===== src/rtl/two_stacks_one_array_defines.svh =====
// Assertion macros shared by the two-stack RTL.
`ifndef TWO_STACKS_ONE_ARRAY_DEFINES_SVH
`define TWO_STACKS_ONE_ARRAY_DEFINES_SVH

// Same-cycle implication, disabled while reset is asserted
`define TSOA_ASSERT_IMP(lbl, clk, rst_n, ante, cons, msg) \
	lbl: assert property (@(posedge clk) disable iff (!(rst_n)) (ante) |-> (cons)) \
		else $error(msg);

// Next-cycle implication, disabled while reset is asserted
`define TSOA_ASSERT_NXT(lbl, clk, rst_n, ante, cons, msg) \
	lbl: assert property (@(posedge clk) disable iff (!(rst_n)) (ante) |=> (cons)) \
		else $error(msg);

`endif


===== src/rtl/tsoa_pkg.sv =====
// Shared constants, codes and types for the two-stack block.
package tsoa_pkg;

	localparam int TSOA_DEPTH   = 256;
	localparam int MIN_CAPACITY = 5;
	localparam int CFG_W        = 9;
	localparam int DATA_W       = 32;
	localparam int CMD_W        = 3;
	localparam int STATUS_W     = 2;
	localparam int S_TDATA_W    = 40;
	localparam int M_TDATA_W    = 40;

	// Command codes
	localparam logic [CMD_W-1:0] CMD_PUSH    = 3'd0;
	localparam logic [CMD_W-1:0] CMD_POP     = 3'd1;
	localparam logic [CMD_W-1:0] CMD_TOP     = 3'd2;
	localparam logic [CMD_W-1:0] CMD_TOP_POP = 3'd3;
	localparam logic [CMD_W-1:0] CMD_CLEAR   = 3'd4;

	// Status codes
	localparam logic [STATUS_W-1:0] STAT_OK    = 2'd0;
	localparam logic [STATUS_W-1:0] STAT_FULL  = 2'd1;
	localparam logic [STATUS_W-1:0] STAT_EMPTY = 2'd2;

	// Controller to datapath strobes
	typedef struct packed {
		logic accept;
		logic cfg_write;
		logic load_out;
	} tsoa_cmd_t;

endpackage


===== src/rtl/tsoa_ctrl.sv =====
// Controller: request sequencing and output register handshake.
module tsoa_ctrl (
	input  logic               clk,
	input  logic               arst_n,
	input  logic               in_valid,
	output logic               in_ready,
	input  logic               cfg_valid,
	output logic               cfg_ready,
	output logic               out_valid,
	input  logic               out_ready,
	output tsoa_pkg::tsoa_cmd_t cmd
);
	import tsoa_pkg::*;

	typedef enum logic [1:0] {
		ST_IDLE = 2'b01,
		ST_LOAD = 2'b10
	} state_t;

	state_t state_q, state_d;
	logic   out_valid_q;
	logic   load_out;

	// Handshake strobes; a capacity write wins over a request in the same cycle
	assign in_ready  = (state_q == ST_IDLE) && !cfg_valid;
	assign cfg_ready = (state_q == ST_IDLE);
	assign load_out  = (state_q == ST_LOAD) && (!out_valid_q || out_ready);

	assign cmd.accept    = in_valid && in_ready;
	assign cmd.cfg_write = cfg_valid && cfg_ready;
	assign cmd.load_out  = load_out;

	// Next state
	always_comb begin
		state_d = state_q;
		unique case (state_q)
			ST_IDLE: begin
				if (in_valid && in_ready) begin
					state_d = ST_LOAD;
				end
			end
			ST_LOAD: begin
				if (load_out) begin
					state_d = ST_IDLE;
				end
			end
			default: state_d = ST_IDLE;
		endcase
	end

	always_ff @(posedge clk or negedge arst_n) begin
		if (!arst_n) begin
			state_q     <= ST_IDLE;
			out_valid_q <= 1'b0;
		end else begin
			state_q <= state_d;
			if (load_out) begin
				out_valid_q <= 1'b1;
			end else if (out_ready) begin
				out_valid_q <= 1'b0;
			end
		end
	end

	assign out_valid = out_valid_q;

endmodule


===== config.mk =====
export PLATFORM = sky130hd
export DESIGN_NAME = tsoa_ctrl
export DESIGN_NICKNAME = d
export VERILOG_FILES = /design/src/rtl/two_stacks_one_array_defines.svh /design/src/rtl/tsoa_pkg.sv /design/src/rtl/tsoa_ctrl.sv
export SDC_FILE = /design/constraint.sdc
export NUM_CORES = 1
export LEC_CHECK = 0
export BUFFER_PORTS_ARGS = -buffer_cell sky130_fd_sc_hd__buf_4
export CORE_AREA = 2 2 39 41
export DETAILED_ROUTE_END_ITERATION = 12
export DIE_AREA = 0 0 41 43
export SLEW_MARGIN = 40
export SYNTH_ARGS = -nofsm -noshare
export SYNTH_HDL_FRONTEND = slang
export SYNTH_SLANG_ARGS = --single-unit
export TNS_END_PERCENT = 50

===== constraint.sdc =====
create_clock -name clk -period 1.5 [get_ports clk]
set_clock_uncertainty 0.05 [all_clocks]
set_input_delay 0 -clock clk [delete_from_list [all_inputs] [get_ports clk]]
set_output_delay 0 -clock clk [all_outputs]
set_load 0.01 [all_outputs]

==> Yosys cells after proc, flatten, opt, wreduce, memory -nomap -nowiden <==
Cells that the tools add are included.
{ "totals": {"regBits": 3, "latchBits": 0, "mem_bits_rw": 0, "mem_bits_ro": 0, "word_cells": 20, "memories": 0} }
{ "classes": {"n_addsub": 0, "multipliers": 0, "div": 0, "magnitude_cmp": 0, "n_eq_ne": 4, "shift": 0, "n_mux": 5, "bitwise_logic": 0, "reduce_logical": 9} }
{ "op_table": {"columns": ["cell", "n"], "rows": [
  ["logical AND 1 bit", 4],
  ["two-way mux 2 bit", 2],
  ["one-hot mux 2 bit (2 select lines)", 1],
  ["equality test 2 x 1 -> 1 bit (second input constant)", 1],
  ["equality test 2 bit (second input constant)", 1],
  ["logical NOT 1 bit", 2],
  ["two-way mux 1 bit", 2],
  ["!= test 2 x 1 -> 1 bit (second input constant)", 1],
  ["!= test 2 bit (second input constant)", 1],
  ["AND reduction 2 bit", 1],
  ["nonzero test 2 bit", 1],
  ["logical OR 1 bit", 1]
]} }

==> Depth between registers and ports, before layout <==
Gate-level depths: netlist of the first run.
{ "depth": {"depth_word": 5, "depth_mapped": 3, "mapped_depth_nobuf": 2} }

==> Worst setup path before layout of the first run <==
No wires, ideal clock.
{ "synth_path": {"path_kind": "register to output", "start": "register state_q[0]", "end": "output in_ready", "t_arrival_ns": 1.013, "required_ns": 1.450, "setup_slack_ns": 0.437, "path_stages_with_launch": 3, "cell_sequence": "dfstp_2 > nor2b_1 > nor2b_1"} }
{ "synth_via": {"elab_chain_cells": 2} }
{ "synth_rtl": {"columns": ["item", "line", "rtl"], "rows": [
  ["start: declaration", "tsoa_ctrl.sv:20", "state_t state_q, state_d;"],
  ["start signal: assignment", "tsoa_ctrl.sv:56", "state_q <= state_d;"],
  ["equality test 2 x 1 -> 1 bit", null, null],
  ["named net cfg_ready", "tsoa_ctrl.sv:8", "output logic cfg_ready,"],
  ["logical AND 1 bit", "tsoa_ctrl.sv:25", "assign in_ready = (state_q == ST_IDLE) && !cfg_valid;"],
  ["end: declaration", "tsoa_ctrl.sv:6", "output logic in_ready,"]
]} }
The timed path passes the listed nets, and every way through them passes these cells.

==> Final worst setup path of the first run <==
{ "layout_path": {"start": "register state_q[0]", "end": "output in_ready"} }
{ "layout_via": {"elab_chain_cells": 2} }
{ "layout_rtl": {"columns": ["item", "line"], "rows": [
  ["equality test 2 x 1 -> 1 bit", "tsoa_ctrl.sv:25"],
  ["logical AND 1 bit", "tsoa_ctrl.sv:25"]
]} }
Every way passes these cells.

==> metrics.md, run 1 <==
| Metric | Value |
|---|---|
| GP Congestion | `0.546` |
| Synth Instances | `14` |
| DP HPWL | `270 um` |
| Root Buffer | `clkbuf_4` |
| H-tree levels | `1` |
| Worst-path clk slew | `0.04 ns` |
| Antenna Cells | `0` |
| Met2 WL | `196 um` |
| Share of layout cells above drive strength 1 | `0.500` |
| Worst VDD drop | `202 uV` |
| Reg-to-reg slack, setup | `0.47 ns` |
| Starting density of the core | `0.112` |
| Final hold violations | `0` |
| Commonest cells after routing, fill and taps aside | `10 x buf_4, 3 x nor2b_1, 3 x clkbuf_4, 2 x nand2b_1, 2 x dfrtp_1` |
| Final net count | `34` |
| Crit path max fanout | `3` |
| CP cell instances | `nor2b_1, nor2b_1, buf_4` |
| Pwr Density | `997 nW/um2` |
| Via count | `149` |
| Final wirelength | `339 um` |
| Hold Path Class | `in -> async` |
| R2r worst-path depth | `2` |
| Post-Syn Area | `155 um2` |
| Leakage power | `0.137 nW` |
| Pins Over Slew Limit | `0` |
| Commonest non-fill, non-tap cell in the layout | `buf_4` |
| Clk Latency, worst-skew pair | `0.23 ns` |
| Fin crit share | `0.848` |
| Critical path startpoint category | `register` |
| Setup CP Type | `reg -> out` |
| Number of remaining DRC errors | `0` |
| Top Metal Used | `met3` |
| P&R area growth vs syn | `79.8%` |
| Setup violators final | `0` |
| Setup Buffers After CTS | `0` |
| DIE AREA | `1760 um2` |
| Crit-path max cell delay | `0.52 ns` |
| CP endpoint kind | `output port` |
| Status | `complete, no violations` |
| Post-DR wirelength/cell | `7.70 um` |
| Unique cell type count in the Yosys netlist | `10` |
| CTS Buf Count | `3` |
| Maximum clock rate | `786 MHz` |
| Met1 Wirelength | `104 um` |
| Setup_tns | `0 ns` |
| Reg-to-Reg Start | `state_q[0]` |
| Antenna-violating nets left | `0` |
| Final min period | `1.27 ns` |
| Aggregate global-route resource usage | `0.0534` |
| Max cap viols | `0` |
| Post-layout util | `0.202` |
| Syn nets | `19` |
| Critical-path top delay cell | `dfstp_2` |
| Num ports | `11` |
| Clk sinks | `3` |
| CP dominant cell by count | `nor2b_1` |
| Syn_area_per_cell | `11.1 um2` |
| Worst slew margin | `0.875` |
| Antenna violations before repair | `0` |
| TritonCTS clock tree | `built` |
| Largest net degree at the start of global routing | `5` |
| Met3 Wirelength | `37 um` |
| Fillers | `159` |
| Chip width | `41 um` |
| Max Root-Sink Buffers | `2` |
| # port buffers | `10` |
| RR Endpoint | `state_q[0]` |
| #FFs+latches synth | `3` |
| Chip height | `43 um` |
| Row count | `14` |
| Number of warnings issued by yosys | `0` |
| Drt pass-1 iters | `1` |
| Core Footprint | `1380 um2` |
| Number of global-route vias before repair | `147` |
| GR Overflow Total | `0` |
| Global-route wire length before repair | `517 um` |
| CP required | `1.45 ns` |
| Starting DRT DRC Count | `0` |
| Slew at the pin with the worst max-slew slack | `0.188 ns` |
| Via density | `3.39` |
| WP data arrival | `1.22 ns` |
| Register area share after synthesis | `0.492` |
| RSZ-0062 raised after global routing | `no` |
-- cells by family after synthesis --
logic type	after synthesis	synth area share
simple gates	8	0.347
buf+inv	1	0.0484
flops	3	0.492
compound gates	2	0.113
-- through the flow --
step / cell area [um2] / total power [W] / instances / setup slack, ns / hold WS [ns]
after CTS: 279 / 0.000289 / 44 / 0.206 / 0.0352
after detailed placement: 243 / 0.000140 / 39 / 0.452 / -0.258
after global placement: 243 / 0.000139 / 39 / 0.471 / -0.259
after global routing: 279 / 0.000298 / 44 / 0.142 / 0.0515
final: 279 / 0.000278 / 44 / 0.228 / 0.0455
after floorplan: 155 / 0.000112 / 14 / 0.437 / -0.346
-- power by group --
part	leakage [nW]	internal [W]	switching (W)
clock	0.0150	0.0000995	0.0000393
combinational	0.0847	0.0000305	0.0000192
sequential	0.0375	0.0000873	0.00000241
total	0.137	0.000217	0.0000609
-- what timing repair did --
action / in CTS / in global routing
resized for setup: 0 / 0
endpoints found under the hold margin: 3 / 0
hold buffers: 1 / 0
-- worst max path at each step --
stage	from	to	slack [ns]	depth (start not counted)
after global placement	state_q[0]	in_ready	0.47	3
after CTS	state_q[0]	in_ready	0.21	3
after detailed placement	state_q[0]	in_ready	0.45	3
after global routing	state_q[0]	in_ready	0.14	3
final	state_q[0]	in_ready	0.23	3
after floorplan	state_q[0]	in_ready	0.44	2
-- critical path, delay by kind of cell (launching register included) --
family / cells / cell delay (ns)
buffers and inverters: 1 / 0.13
DFF: 1 / 0.52
and+or+nand+nor: 2 / 0.35
-- state kept, by name, indices dropped and copies added, names as in the netlist --
name / cells
state_q: 2
out_valid: 1
-- final cells by class --
cell class / count / area (um2) / share of cell area
timing repair buffer: 11 / 85.1 / 0.305
tap: 16 / 20.0 / 0.0717
sequential: 3 / 76.3 / 0.274
clock buffer: 4 / 26.3 / 0.0942
multi-input combinational: 10 / 71.3 / 0.256
-- per-layer routing --
| metal | track usage | vias to the layer above |
|---|---|---|
| li1 | - | 76 |
| met1 | 0.0357 | 69 |
| met2 | 0.0656 | 4 |
| met3 | 0.0314 | 0 |
| met4 | 0.100 | 0 |
| met5 | 0 | - |
-- cell usage after synthesis (all sizes together) --
| cell | n | area (um2) |
|---|---|---|
| nor2b | 3 | 18.8 |
| dfrtp | 2 | 50.1 |
| nand2b | 2 | 12.5 |
| and2 | 1 | 6.26 |
| and4bb | 1 | 12.5 |
| buf | 1 | 7.51 |
| dfstp | 1 | 26.3 |
| nand2 | 1 | 3.75 |
| o21ba | 1 | 10.0 |
| o21bai | 1 | 7.51 |
No activity file was read; power rests on OpenSTA's default activity.
==> run 2, diff against run 1 <==
==> constraint.sdc (replaced) <==
create_clock -name clk -period 1.08 [get_ports clk]
set_clock_uncertainty 0.05 [all_clocks]
set_input_delay 0 -clock clk [delete_from_list [all_inputs] [get_ports clk]]
set_output_delay 0 -clock clk [all_outputs]
set_load 0.01 [all_outputs]
==> metrics.md, run 2 (synthesized netlist as in run 1, its figures left out) <==
| Metric | Value |
|---|---|
| Reg with most FFs | `state_q (unchanged)` |
| Setup_tns | `-0.350 ns (was 0 ns)` |
| Max reg flops | `2 (unchanged)` |
| Number of remaining DRC errors | `0 (unchanged)` |
| CTS Buf Count | `3 (unchanged)` |
| Antenna Cells | `0 (unchanged)` |
| Commonest cells after routing, fill and taps aside | `10 x buf_4, 3 x clkbuf_4, 2 x nand2b_1, 2 x nor2b_1, 2 x dfrtp_1 (was 10 x buf_4, 3 x nor2b_1, 3 x clkbuf_4, 2 x nand2b_1, 2 x dfrtp_1)` |
| Pwr Density | `1350 nW/um2 (was 997 nW/um2)` |
| Failing checks | `setup timing` |
| H-tree levels | `1 (unchanged)` |
| Root Buffer | `clkbuf_4 (unchanged)` |
| Core Footprint | `1380 um2 (unchanged)` |
| Aggregate global-route resource usage | `0.0493 (was 0.0534)` |
| Clk Latency, worst-skew pair | `0.23 ns (about the same)` |
| DIE AREA | `1760 um2 (unchanged)` |
| Final min period | `1.19 ns` |
| Design Area, Final | `287 um2 (was 279 um2)` |
| Setup CP Type | `reg -> out (unchanged)` |
| Num ports | `11 (unchanged)` |
| Antenna violations before repair | `0 (unchanged)` |
| Setup Buffers After CTS | `0 (unchanged)` |
| RSZ-0062 raised after global routing | `yes (was no)` |
| # port buffers | `10 (unchanged)` |
| CP endpoint kind | `output port (unchanged)` |
| Worst VDD drop | `262 uV (was 202 uV)` |
| Commonest non-fill, non-tap cell in the layout | `buf_4 (unchanged)` |
| Pins Over Slew Limit | `0 (unchanged)` |
| Total design power | `0.000386 W (was 0.000278 W)` |
| Setup WS post-layout | `-0.107 ns (was 0.228 ns)` |
| DP Area | `243 um2 (unchanged)` |
| GP Congestion | `0.519 (was 0.546)` |
| DP Worst Slack | `0.0556 ns (was 0.452 ns)` |
| Max Root-Sink Buffers | `2 (unchanged)` |
| Starting DRT DRC Count | `1 (was 0)` |
| WP data arrival | `1.14 ns (was 1.22 ns)` |
| Antenna-violating nets left | `0 (unchanged)` |
| Final net count | `34 (unchanged)` |
| Final wirelength | `323 um (was 339 um)` |
| Chip width | `41 um (unchanged)` |
| Via density | `3.52 (was 3.39)` |
| P&R area growth vs syn | `84.7% (was 79.8%)` |
| CP required | `1.03 ns (was 1.45 ns)` |
| GR Overflow Total | `0 (unchanged)` |
| Crit path max fanout | `3 (unchanged)` |
| Number of global-route vias before repair | `159 (was 147)` |
| Largest net degree at the start of global routing | `5 (unchanged)` |
| Row count | `14 (unchanged)` |
| Setup violators final | `4 (was 0)` |
| Maximum clock rate | `842 MHz` |
| Clk sinks | `3 (unchanged)` |
| Status | `complete, but fails checks (was complete, no violations)` |
| Critical path startpoint category | `register (unchanged)` |
| Share of layout cells above drive strength 1 | `0.536 (was 0.500)` |
| Drt pass-1 iters | `2 (was 1)` |
| Fin crit share | `1.10` |
| Via count | `155 (was 149)` |
| Worst hold margin | `0.0490 ns (was 0.0455 ns)` |
| Slew at the pin with the worst max-slew slack | `0.148 ns (was 0.188 ns)` |
| Max cap viols | `0 (unchanged)` |
| Starting density of the core | `0.112 (unchanged)` |
| Final hold violations | `0 (unchanged)` |
| Leakage power | `0.146 nW (was 0.137 nW)` |
| Hold Path Class | `in -> async (unchanged)` |
| Global-route wire length before repair | `517 um (unchanged)` |
| Worst slew margin | `0.902 (was 0.875)` |
| TritonCTS clock tree | `built (unchanged)` |
| Chip height | `43 um (unchanged)` |
| Post-DR wirelength/cell | `7.34 um (was 7.70 um)` |
| Worst-path clk slew | `0.03 ns (was 0.04 ns)` |
==> run 2: timing repair <==
| action | 4_1_cts | 5_1_grt |
|---|---|---|
| endpoints found under the setup margin | 5 | 5 |
| hold buffers | 1 | 0 |
| hold endpoints to repair | 3 | 0 |
| pin swaps | 1 | 0 |
| resized for setup | 2 | 0 |
==> run 2: worst max-delay path: stages (launching register included) <==
cell and delay, ns:
dfstp_2 0.52, nor2b_4 0.14, nor2b_1 0.13, buf_4 0.13
==> run 2: report_power, final <==
part	switching [W]	internal, W	total (W)
logic	0.0000257	0.0000457	0.0000714
registers	0.00000497	0.000121	0.000126
clock network	0.0000505	0.000138	0.000188
total	0.0000812	0.000305	0.000386
==> run 2: routing by layer <==
metal | track usage | share of wire | vias up
li1 | - | - | 73
met1 | 0.0292 | 0.28 | 78
met2 | 0.0781 | 0.61 | 4
met3 | 0.0314 | 0.11 | 0
met4 | 0.0600 | 0 | 0
met5 | 0 | 0 | -
==> run 2: per-stage QoR <==
stage,util,std cells
after floorplan,-,14
after global placement,0.175,39
after detailed placement,0.175,39
after CTS,0.207,44
after global routing,0.207,44
final,0.207,44
==> run 2: final timing paths <==
kind	start	to	slack (ns)	cells after the start
min	arst_n	out_valid	0.05	2
max	state_q[0]	in_ready	-0.11	3
max in group asynchronous	arst_n	state_q[0]	0.75	2
min reg2reg	out_valid	out_valid	0.49	2
max reg2reg	state_q[0]	state_q[0]	0.06	2
min in group clk	out_ready	out_valid	0.06	3
==> run 2: final cells by class <==
| type | instances | area (um2) |
|---|---|---|
| Timing Repair Buffer | 11 | 85.1 |
| Fill cell | 166 | 1100 |
| Sequential cell | 3 | 76.3 |
| Clock buffer | 4 | 26.3 |
| Tap cell | 16 | 20.0 |
| Multi-Input combinational cell | 10 | 78.8 |
